$ cat config.mk
export PLATFORM = sky130hd
export DESIGN_NAME = cmos_rtc_register_file
export DESIGN_NICKNAME = d
export VERILOG_FILES = /design/src/rtl/crf_pkg.sv /design/src/rtl/crf_ram.sv /design/src/rtl/crf_fmt.sv /design/src/rtl/cmos_rtc_register_file.sv
export SDC_FILE = /design/constraint.sdc
export NUM_CORES = 2
export LEC_CHECK = 0
export BUFFER_PORTS_ARGS = -buffer_cell sky130_fd_sc_hd__buf_2
export CORE_MARGIN = 1
export CORE_UTILIZATION = 35
export CTS_CLUSTER_DIAMETER = 150
export DETAILED_ROUTE_END_ITERATION = 10
export PLACE_DENSITY = 0.59
export RECOVER_POWER = 25
export SLEW_MARGIN = 20
export SYNTH_ARGS = -nofsm -noshare
export SYNTH_HDL_FRONTEND = slang
export SYNTH_HIERARCHICAL = 1
export SYNTH_SLANG_ARGS = --single-unit
$ cat constraint.sdc
create_clock -name clk -period 5.4 [get_ports clk]
set_input_delay 1.08 -clock clk [delete_from_list [all_inputs] [get_ports clk]]
set_output_delay 1.08 -clock clk [all_outputs]
set_load 0.02 [all_outputs]
$ cat src/rtl/crf_pkg.sv
`timescale 1ns / 1ps
// Shared types, register numbers and helper functions for the RTC/CMOS register file.
// Used by crf_fmt and cmos_rtc_register_file; depends on nothing else.
package crf_pkg;

    // Request kinds.
    localparam logic [1:0] KIND_SET_INDEX = 2'd0;
    localparam logic [1:0] KIND_WRITE     = 2'd1;
    localparam logic [1:0] KIND_READ      = 2'd2;

    // Configuration register indexes.
    localparam logic [1:0] CFG_TYPE_NUMBER = 2'd0;
    localparam logic [1:0] CFG_SMALL_MAP   = 2'd1;
    localparam logic [1:0] CFG_FROZEN_TIME = 2'd2;

    // Register numbers with special read behaviour.
    localparam logic [7:0] REG_SECONDS  = 8'd0;
    localparam logic [7:0] REG_MINUTES  = 8'd2;
    localparam logic [7:0] REG_HOURS    = 8'd4;
    localparam logic [7:0] REG_WEEKDAY  = 8'd6;
    localparam logic [7:0] REG_DAY      = 8'd7;
    localparam logic [7:0] REG_MONTH    = 8'd8;
    localparam logic [7:0] REG_YEAR     = 8'd9;
    localparam logic [7:0] REG_STATUS_A = 8'd10;
    localparam logic [7:0] REG_STATUS_B = 8'd11;
    localparam logic [7:0] REG_STATUS_C = 8'd12;
    localparam logic [7:0] REG_STATUS_D = 8'd13;

    localparam logic [7:0] SMALL_MAP_MASK = 8'h3F;
    localparam logic [7:0] STATUS_A_FIXED = 8'h20;
    localparam logic [7:0] STATUS_B_FIXED = 8'h02;
    localparam logic [7:0] STATUS_C_UF    = 8'h10;
    localparam logic [7:0] STATUS_D_FIXED = 8'h80;
    localparam int         STATUS_B_BIN   = 2;

    // Formatted read result; use_store selects the stored byte instead of data.
    typedef struct packed {
        logic       use_store;
        logic [7:0] data;
    } rd_fmt_t;

    // Binary to BCD for values below one hundred, or plain binary when asked.
    function automatic logic [7:0] to_code(input logic [6:0] v, input logic binary);
        logic [3:0] tens;
        logic [6:0] ones;
        tens = 4'd0;
        for (int k = 1; k <= 9; k++)
        begin
            if (v >= 7'(k * 10))
            begin
                tens = tens + 4'd1;
            end
        end
        ones = v - 7'(7'(tens) * 7'd10);
        if (binary)
        begin
            return {1'b0, v};
        end
        return {tens, ones[3:0]};
    endfunction

    // One plus (wday + 8 - type) modulo seven; the sum always lies in 1..15.
    function automatic logic [7:0] weekday_code(input logic [2:0] wday,
                                                input logic [2:0] tnum);
        logic [3:0] s;
        logic [3:0] m;
        s = {1'b0, wday} + 4'd8 - {1'b0, tnum};
        if (s >= 4'd14)
        begin
            m = s - 4'd14;
        end
        else if (s >= 4'd7)
        begin
            m = s - 4'd7;
        end
        else
        begin
            m = s;
        end
        return {4'd0, m} + 8'd1;
    endfunction

endpackage

$ cat src/rtl/crf_ram.sv
`timescale 1ns / 1ps
// Generic single-write, single-read RAM with a registered read port.
// Stand-alone; holds no reset and depends on no package.
module crf_ram #(
    parameter int WIDTH = 8,
    parameter int DEPTH = 256
) (
    input  logic                     clk,
    input  logic                     we,
    input  logic [$clog2(DEPTH)-1:0] waddr,
    input  logic [WIDTH-1:0]         wdata,
    input  logic                     re,
    input  logic [$clog2(DEPTH)-1:0] raddr,
    output logic [WIDTH-1:0]         rdata
);

    logic [WIDTH-1:0] mem [DEPTH];

    always_ff @(posedge clk)
    begin
        if (we)
        begin
            mem[waddr] <= wdata;
        end
        if (re)
        begin
            rdata <= mem[raddr];
        end
    end

endmodule

$ cat src/rtl/crf_fmt.sv
`timescale 1ns / 1ps
// Read formatter: turns a register number and the current time into the read byte.
// Depends on crf_pkg for register numbers and the BCD and weekday helpers.
module crf_fmt (
    input  logic            binary_mode,
    input  logic [7:0]      addr,
    input  logic [3:0]      status_a_lo,
    input  logic            flag,
    input  logic [2:0]      type_number,
    input  logic [5:0]      now_second,
    input  logic [5:0]      now_minute,
    input  logic [4:0]      now_hour,
    input  logic [2:0]      now_weekday,
    input  logic [4:0]      now_day,
    input  logic [3:0]      now_month,
    input  logic [6:0]      now_year,
    output crf_pkg::rd_fmt_t fmt
);
    import crf_pkg::*;

    logic [6:0] year_mod;

    // The year field can reach 127, so fold it below one hundred first.
    assign year_mod = (now_year >= 7'd100) ? (now_year - 7'd100) : now_year;

    always_comb
    begin
        fmt.use_store = 1'b0;
        fmt.data      = 8'd0;
        case (addr)
            REG_SECONDS:  fmt.data = to_code({1'b0, now_second}, binary_mode);
            REG_MINUTES:  fmt.data = to_code({1'b0, now_minute}, binary_mode);
            REG_HOURS:    fmt.data = to_code({2'b00, now_hour}, binary_mode);
            REG_WEEKDAY:  fmt.data = weekday_code(now_weekday, type_number);
            REG_DAY:      fmt.data = to_code({2'b00, now_day}, binary_mode);
            REG_MONTH:    fmt.data = to_code({3'b000, now_month}, binary_mode);
            REG_YEAR:     fmt.data = to_code(year_mod, binary_mode);
            REG_STATUS_A: fmt.data = STATUS_A_FIXED | {4'd0, status_a_lo};
            REG_STATUS_B: fmt.data = STATUS_B_FIXED
                                   | (8'(binary_mode) << STATUS_B_BIN);
            REG_STATUS_C: fmt.data = flag ? STATUS_C_UF : 8'd0;
            REG_STATUS_D: fmt.data = STATUS_D_FIXED;
            default:      fmt.use_store = 1'b1;
        endcase
    end

endmodule

$ cat src/rtl/cmos_rtc_register_file.sv
`timescale 1ns / 1ps
// RTC/CMOS register file top level: index register, byte store, read pipeline.
// A read passes through the first stage registers and then the output register to read_data; out_stall can hold it.
// Throughput: one request per cycle while in_stall is low; the store RAM has one write and one read port.
// Index and write requests finish at acceptance and give no result.
// Reset clears the index, flags, configuration and per-entry valid bits at once,
// so the store reads as zero until written; there is no clearing pass.
module cmos_rtc_register_file #(
    parameter int STORE_DEPTH = 256
) (
    input  logic       clk,
    input  logic       rst_n,
    input  logic       in_valid,
    output logic       in_stall,
    input  logic [1:0] kind,
    input  logic [7:0] value,
    input  logic [5:0] now_second,
    input  logic [5:0] now_minute,
    input  logic [4:0] now_hour,
    input  logic [2:0] now_weekday,
    input  logic [4:0] now_day,
    input  logic [3:0] now_month,
    input  logic [6:0] now_year,
    output logic       out_valid,
    input  logic       out_stall,
    output logic [7:0] read_data,
    input  logic       cfg_write,
    input  logic [1:0] cfg_index,
    input  logic [2:0] cfg_data
);
    import crf_pkg::*;

    localparam int AW = $clog2(STORE_DEPTH);

    logic [2:0]             type_number_reg;
    logic                   small_map_reg;
    logic                   frozen_time_reg;
    logic [7:0]             index_reg;
    logic [5:0]             last_sec_reg;
    logic                   upd_flag_reg;
    logic                   upd_flag_next;
    logic [3:0]             status_a_lo_reg;
    logic                   binary_reg;
    logic [STORE_DEPTH-1:0] vld_reg;

    logic                   s1_vld_reg;
    rd_fmt_t                s1_fmt_reg;
    logic                   s1_hit_reg;
    logic                   out_vld_reg;
    logic [7:0]             out_data_reg;

    logic       acc;
    logic       acc_read;
    logic       acc_write;
    logic [7:0] eff_idx;
    logic       in_range;
    logic       time_class;
    logic       raise;
    logic       s1_adv;
    logic [7:0] ram_q;
    logic [7:0] s1_byte;
    rd_fmt_t    fmt;

    assign acc       = in_valid && !in_stall;
    assign acc_read  = acc && (kind == KIND_READ);
    assign acc_write = acc && (kind == KIND_WRITE);

    assign eff_idx  = small_map_reg ? (index_reg & SMALL_MAP_MASK) : index_reg;
    assign in_range = {1'b0, eff_idx} < 9'(STORE_DEPTH);

    assign time_class = (eff_idx == REG_SECONDS) || (eff_idx == REG_MINUTES)
                     || (eff_idx == REG_HOURS)   || (eff_idx == REG_WEEKDAY)
                     || (eff_idx == REG_DAY)     || (eff_idx == REG_MONTH)
                     || (eff_idx == REG_YEAR)    || (eff_idx == REG_STATUS_C);

    // A status C read reports a seconds change seen by its own request.
    assign raise = acc_read && time_class && !frozen_time_reg
                && (now_second != last_sec_reg);

    always_comb
    begin
        upd_flag_next = upd_flag_reg;
        if (acc_read && (eff_idx == REG_STATUS_C))
        begin
            upd_flag_next = 1'b0;
        end
        else if (raise)
        begin
            upd_flag_next = 1'b1;
        end
    end

    crf_fmt u_fmt (
        .binary_mode (binary_reg),
        .addr        (eff_idx),
        .status_a_lo (status_a_lo_reg),
        .flag        (upd_flag_reg || raise),
        .type_number (type_number_reg),
        .now_second  (now_second),
        .now_minute  (now_minute),
        .now_hour    (now_hour),
        .now_weekday (now_weekday),
        .now_day     (now_day),
        .now_month   (now_month),
        .now_year    (now_year),
        .fmt         (fmt)
    );

    crf_ram #(
        .WIDTH (8),
        .DEPTH (STORE_DEPTH)
    ) u_store (
        .clk   (clk),
        .we    (acc_write && in_range),
        .waddr (eff_idx[AW-1:0]),
        .wdata (value),
        .re    (acc_read),
        .raddr (eff_idx[AW-1:0]),
        .rdata (ram_q)
    );

    // The first stage holds a read until the output register can take it.
    assign s1_adv   = s1_vld_reg && (!out_vld_reg || !out_stall);
    assign in_stall = s1_vld_reg && !s1_adv;
    assign s1_byte  = s1_fmt_reg.use_store ? (s1_hit_reg ? ram_q : 8'd0)
                                           : s1_fmt_reg.data;

    always_ff @(posedge clk or negedge rst_n)
    begin
        if (!rst_n)
        begin
            type_number_reg <= 3'd0;
            small_map_reg   <= 1'b0;
            frozen_time_reg <= 1'b0;
            index_reg       <= 8'd0;
            last_sec_reg    <= 6'd0;
            upd_flag_reg    <= 1'b0;
            status_a_lo_reg <= 4'd0;
            binary_reg      <= 1'b0;
            vld_reg         <= '0;
            s1_vld_reg      <= 1'b0;
            out_vld_reg     <= 1'b0;
        end
        else
        begin
            if (cfg_write)
            begin
                case (cfg_index)
                    CFG_TYPE_NUMBER: type_number_reg <= cfg_data;
                    CFG_SMALL_MAP:   small_map_reg   <= cfg_data[0];
                    CFG_FROZEN_TIME: frozen_time_reg <= cfg_data[0];
                    default:         ;
                endcase
            end
            if (acc && (kind == KIND_SET_INDEX))
            begin
                index_reg <= value;
            end
            if (acc_write && in_range)
            begin
                vld_reg[eff_idx[AW-1:0]] <= 1'b1;
                if (eff_idx == REG_STATUS_A)
                begin
                    status_a_lo_reg <= value[3:0];
                end
                if (eff_idx == REG_STATUS_B)
                begin
                    binary_reg <= value[STATUS_B_BIN];
                end
            end
            if (raise)
            begin
                last_sec_reg <= now_second;
            end
            upd_flag_reg <= upd_flag_next;

            if (acc_read)
            begin
                s1_vld_reg <= 1'b1;
            end
            else if (s1_adv)
            begin
                s1_vld_reg <= 1'b0;
            end

            if (s1_adv)
            begin
                out_vld_reg <= 1'b1;
            end
            else if (!out_stall)
            begin
                out_vld_reg <= 1'b0;
            end
        end
    end

    always_ff @(posedge clk)
    begin
        if (acc_read)
        begin
            s1_fmt_reg <= fmt;
            s1_hit_reg <= in_range && vld_reg[eff_idx[AW-1:0]];
        end
        if (s1_adv)
        begin
            out_data_reg <= s1_byte;
        end
    end

    assign out_valid = out_vld_reg;
    assign read_data = out_data_reg;

`ifndef SYNTH
    a_read_enters_stage: assert property (@(posedge clk) disable iff (!rst_n)
        acc_read |=> s1_vld_reg)
        else $error("accepted read did not reach the first stage");

    a_status_c_clears: assert property (@(posedge clk) disable iff (!rst_n)
        (acc_read && (eff_idx == REG_STATUS_C)) |=> !upd_flag_reg)
        else $error("update flag not cleared by status C read");

    a_frozen_holds_sec: assert property (@(posedge clk) disable iff (!rst_n)
        frozen_time_reg |=> $stable(last_sec_reg))
        else $error("last seconds value changed in fixed time mode");

    a_full_stalls: assert property (@(posedge clk) disable iff (!rst_n)
        (s1_vld_reg && out_vld_reg && out_stall) |-> in_stall)
        else $error("request accepted while both stages are full");
`endif

endmodule
Yosys cells after proc, flatten, opt, wreduce, memory -nomap -nowiden
Memory sizes are Yosys's and may differ from the RTL's. A register that Yosys moved wholly into a read port is not among the register bits.
Index checks and enable logic that the tools add are counted.
{"block": "word_totals", "register_bits": 301, "ramBits": 2048, "inputBits": 56, "output_inout_bits": 10, "wordCells": 291, "mem_count": 1}
{"block": "op_classes", "n_addsub": 47, "multipliers": 6, "order_cmp": 46, "eq_ne": 16, "muxes": 123, "n_bitwise": 1, "n_reduce_logical": 36}
{"memory": "u_store.mem", "words": 256, "word_bits": 8, "read_ports": 1, "rd_ports_with_merged_regs": 1, "write_ports": 1, "line_no": "crf_ram.sv:17", "rtl": "logic [WIDTH-1:0] mem [DEPTH];"}
{"operator": "$mux 4", "count": 79}
{"operator": "$or 256x256->256", "count": 1}
{"operator": "$add 4x1->4 const B", "count": 35}
{"operator": "$mux 8", "count": 15}
{"operator": "$pmux 8 s11", "count": 1}
{"operator": "$eq 8x4->1 const B", "count": 6}
{"operator": "$ge 5x7->1 const B", "count": 6}
{"operator": "$ge 6x7->1 const B", "count": 6}
{"operator": "$ge 6x6->1 const B", "count": 6}
{"operator": "$ge 7x7->1 const B", "count": 4}
{"operator": "$eq 8x3->1 const B", "count": 3}
{"operator": "$ge 6x5->1 const B", "count": 4}
{"operator": "$mul 4x3->3 const B", "count": 6}
{"operator": "$mux 1", "count": 24}
{"operator": "$sub 4x4->4", "count": 6}
{"operator": "$ge 7x6->1 const B", "count": 3}
{"operator": "$ge 5x5->1 const B", "count": 4}
{"operator": "$ge 7x5->1 const B", "count": 2}
{"operator": "$ge 6x4->1 const B", "count": 2}
{"operator": "$logic_and 1x1->1", "count": 11}
{"operator": "$reduce_or 11->1", "count": 1}
{"operator": "$ge 5x4->1 const B", "count": 2}
{"operator": "$reduce_and 2->1", "count": 5}
{"operator": "$logic_or 1x1->1", "count": 9}
{"operator": "other kinds (25)", "count": 34}

Logic depth before layout (Yosys ltp)
{"block": "depth", "depth_word": 33, "depth_mapped": 32, "ltp_nobuf": 29}

Hierarchy
The synthesis kept the hierarchy.
{"module": "crf_ram", "instances": 1, "cells_each": 3733, "area_each_um2": 79636.4}
{"module": "cmos_rtc_register_file", "instances": 1, "cells_each": 956, "area_each_um2": 12891.1}
{"module": "crf_fmt", "instances": 1, "cells_each": 480, "area_each_um2": 3378.2}

Worst setup path after synthesis
No wires, ideal clock.
{"block": "synth_timing", "path_type": "input-to-reg", "from": "input now_year[3]", "to": "register s1_fmt_reg[3] (netlist name) (data pin)", "arrival_time_ns": 7.134, "required_ns": 5.137, "setup_slack_ns": -1.997, "path_stages": 30, "n_path_buf": 3, "cell_sequence": "clkbuf_1 > inv_1 > ha_1 > or3b_1 > buf_6 > a221oi_1 > o21ai_0 > and3_1 > ha_1 > buf_4 > and3_4 > a2111oi_4 > inv_1 > ha_1 > nor2_1 > nor2_1 > xor2_1 > mux2i_1 > inv_1 > ha_1 > xnor2_1 > o21ai_0 > mux2i_1 > ha_1 > mux2_2 > fa_1 > xnor2_2 > xor3_1 > mux2i_1 > o21ai_1"}
{"item": "start, declared", "line_no": "cmos_rtc_register_file.sv:23", "rtl": "input logic [6:0] now_year,"}
{"item": "end signal, assigned", "line_no": "cmos_rtc_register_file.sv:201", "rtl": "s1_fmt_reg <= fmt;"}
{"item": "end, declared", "line_no": "cmos_rtc_register_file.sv:47", "rtl": "rd_fmt_t s1_fmt_reg;"}

==> summary.md <==
| Metric | Value |
|---|---|
| Clock share of power | 38.2% |
| Top cells by area, synth | edfxtp_1 65%, mux4_2 12%, dfrtp_1 7.4% |
| Tot GR Track Use | 17.4% |
| Setup Total Neg Slack | -0.940 ns |
| Num rows | between 150 and 200 |
| Initial Util | about a third |
| Seq cells post-synth | ~2400 |
| Vias | between 50000 and 60000 |
| Fmax | 170 MHz |
| Max incr delay on CP | 0.54 ns |
| Final instance area | between 100000 and 150000 sq um |
| Routing usage on met2 | between 20% and 30% |
| Fraction of layout cells with a size suffix above 1 | around a quarter |
| H-tree levels | 4 |
| Total Routed Length | 245000 um |
| Reg clk slew, reported paths | ~0.07 ns |
| Worst VDD drop | ~0.00034 V |
| M1 GR Usage | about a quarter |
| Crit path kind | in -> reg |
| Drt via density | around 5.5 |
| Largest net degree at the start of global routing | about 140 |
| Global-route wire length before repair | around 360000 um |
| Met3 Use GR | around 2.8% |
| DRC | 0 |
| Horiz. Die Dim | approximately 530 um |
| PD cells | between 300 and 400 nW/um^2 |
| Die Y | around 530 um |
| Crit. End Element | flop |
| Mapped Area | between 90000 and 100000 sq um |
| Total global routing overflow | 0 |
| Final Max Tran Viols | about 1200 |
| LEAKAGE | 38.0 nW |
| Top Family by Delay on Critical Path | adder cells |
| Worst-margin pin slew | between 5 and 6 ns |
| RSZ-0062 raised after global routing | true |
| Setup crit start kind | primary input |
| DP Worst Slack | -1.71 ns |
| Crit-path max FO | 4 |
| Clk sinks | 2357 |
| Core Area | between 200000 and 300000 sq um |
| Routability Congestion | 0.870 |
| Rel. slew slack | -254% |
| Leading area contributor after synthesis | edfxtp_1 |
| # IOs | between 60 and 70 |
| ANT nets after route | 0 |
| Final HPWL from detailed placement | around 150000 um |
| Distinct cells, synth | 96 |
| Share of Yosys cell area claimed by the top area cell type | approximately two thirds |
| GRT busiest layer | met2 |
| Critical path buffer and inverter count | 6 |
| CTS Hold Bufs | 0 |
| Tmin final | approximately 5.9 ns |
| Hold_ws | about 0.45 ns |
| Yosys Warn Count | 6 |
| Synthesized area per cell | 18.6 sq um |
| Clock Latency Late Sink | ~0.86 ns |
| Final WS setup | -0.490 ns |
| Longest Clk Path Bufs | 3 |
| Status | finished, violations left |
| Internal power | around 33 mW |
| Seq pwr share | approximately 46% |
| Drt pass-1 iters | 6 |
| Drt initial violations | between 5000 and 6000 |
| Worst min path class | reg -> reg |
| CTS tree | built |
| Nets | around 5600 |
| Sw Pwr | 11.2 mW |
| Setup Viol. Count Final | 2 |
| Final Hold Fails | 0 |
| Post-route clock period utilization | 109% |
| CTS Root Cell | clkbuf_16 |
| TritonCTS buffer count | 228 |
| CP max stage cell | fa_2 |
| Most common flop cell mapped by yosys | edfxtp_1 |
| Die ar. | between 200000 and 300000 sq um |
| Synthesized instance count | about 5200 |
| Post-DR wirelength/cell | 26.5 um |
| Req. time, crit path | between 6 and 7 ns |
| Number of flops mapped to enable cells by yosys | about 2100 |
| Port bufs | 65 |
| Switching Share | roughly a quarter |
| Placement Cell Area | between 100000 and 150000 sq um |
| Highest-count cells in the layout ignoring fill and taps | 2074 x edfxtp_1, 498 x mux4_2, 349 x nor2_1 |
| Final total power | about 44 mW |
| Layout Skew | 0.0390 ns |
| Worst path arrival time | 6.51 ns |
| CP dominant cell by count | ha_4 |
| Max-cap violations | 14 |
| Async SR Flop Fraction | 12.0% |
| Mapped Nets | ~5300 |
| Failing checks | max-capacitance violations, max-slew violations, negative setup slack |
| Initial antenna violation count | 6 |
| Register area share after synthesis | between 70% and 80% |
| Vias in the first global route | 51700 |
| Combinational fraction of design power | between 15 and 20% |
| Max reg flops | approximately 2000 |
| Area Overhead vs Synth | 14.3% |
| Commonest non-fill, non-tap cell in the layout | edfxtp_1 |
[cell usage after synthesis, types with 23 or more instances]
cell	instances
nor3_1	49
nor2b_1	41
clkbuf_1	174
mux2i_1	175
o21ai_0	49
nor4_1	25
buf_1	23
mux4_2	498
a21oi_1	127
nor2_1	361
nand2_1	121
edfxtp_1	2074
nand3_1	61
mux2_2	35
ha_1	38
inv_1	64
xnor2_1	30
a21o_1	243
a22oi_1	157
buf_4	33
buf_6	27
o22ai_1	32
dfrtp_1	283
o221ai_1	51
buf_2	37
a211oi_1	26
[logic make-up after synthesis]
kind of cell / count (synthesis) / synth area share [%]
AO/OA/AOI/OAI: 832 / 6.23
XOR/XNOR: 57 / 0.605
adder cells (fa/ha/maj): 44 / 0.621
buffers and inverters: 381 / 2.19
flip-flops: 2357 / 72.3
multiplexers: 719 / 14.2
AND/OR/NAND/NOR: 779 / 3.80
[power groups by stage]
stage,clock [mW],sequential [mW],combinational (mW)
2_1_floorplan,0,20.5,4.23
6_report,16.7,20.3,6.70
3_5_place_dp,0,20.7,6.65
3_3_place_gp,0,20.7,6.59
5_1_grt,17.6,20.3,7.08
4_1_cts,17.0,20.3,6.73
[metal layers]
metal | vias to the layer above | part of all wire (%) | wire length, um
li1 | 21500 | - | -
met1 | 27300 | 43 | 105000
met2 | 1754 | 48 | 117000
met3 | 370 | 6.3 | 15500
met4 | 2 | 3.0 | 7460
met5 | - | 0.0053 | 13
[worst register-to-register path, stage by stage (launching register included)]
cell and delay [ns]:
dfrtp_4 0.95, buf_12 0.39, buf_4 0.35, mux4_2 0.56, mux2i_1 0.39, o221ai_1 0.28
a211oi_1 0.93, nor4_1 0.10, buf_4 0.22
[final cells by class]
class                           instances  area (sq um)
Sequential cell                      2357         69400
Clock inverter                        166          1950
Multi-Input combinational cell       2431         24800
Antenna cell                            1          2.50
Timing Repair Buffer                  368          2870
Tap cell                             3570          4470
Inverter                               65           249
Fill cell                           24000        162000
Clock buffer                          267          5950
[stage by stage]
stage | utilization [%] | std cells
after floorplan | - | 5169
after global placement | 37.4 | 8779
after detailed placement | 37.4 | 8779
after CTS | 40.4 | 9224
after global routing | 40.3 | 9225
final | 40.3 | 9225
[worst paths after layout]
path	start	depth (start not counted)	to	slack [ns]
worst max-delay path	now_year[3]	29	s1_fmt_reg[2]	-0.49
worst min-delay path	vld_reg[132]	1	vld_reg[132]	0.45
worst max register to register	index_reg[0]	8	u_store/rdata[5]	0.99
worst min register to register	vld_reg[132]	1	vld_reg[132]	0.45
max in group asynchronous	rst_n	2	vld_reg[211]	1.37
min in group asynchronous	rst_n	1	type_number_reg[1]	1.00
[timing repair]
item                                    4_1_cts  5_1_grt
endpoints found under the hold margin         0        0
gates resized for setup                      26       10
endpoints found under the setup margin        5        5
pin swaps                                    22       15
setup buffers                                12        1
Power figures use the tool's default switching activity.
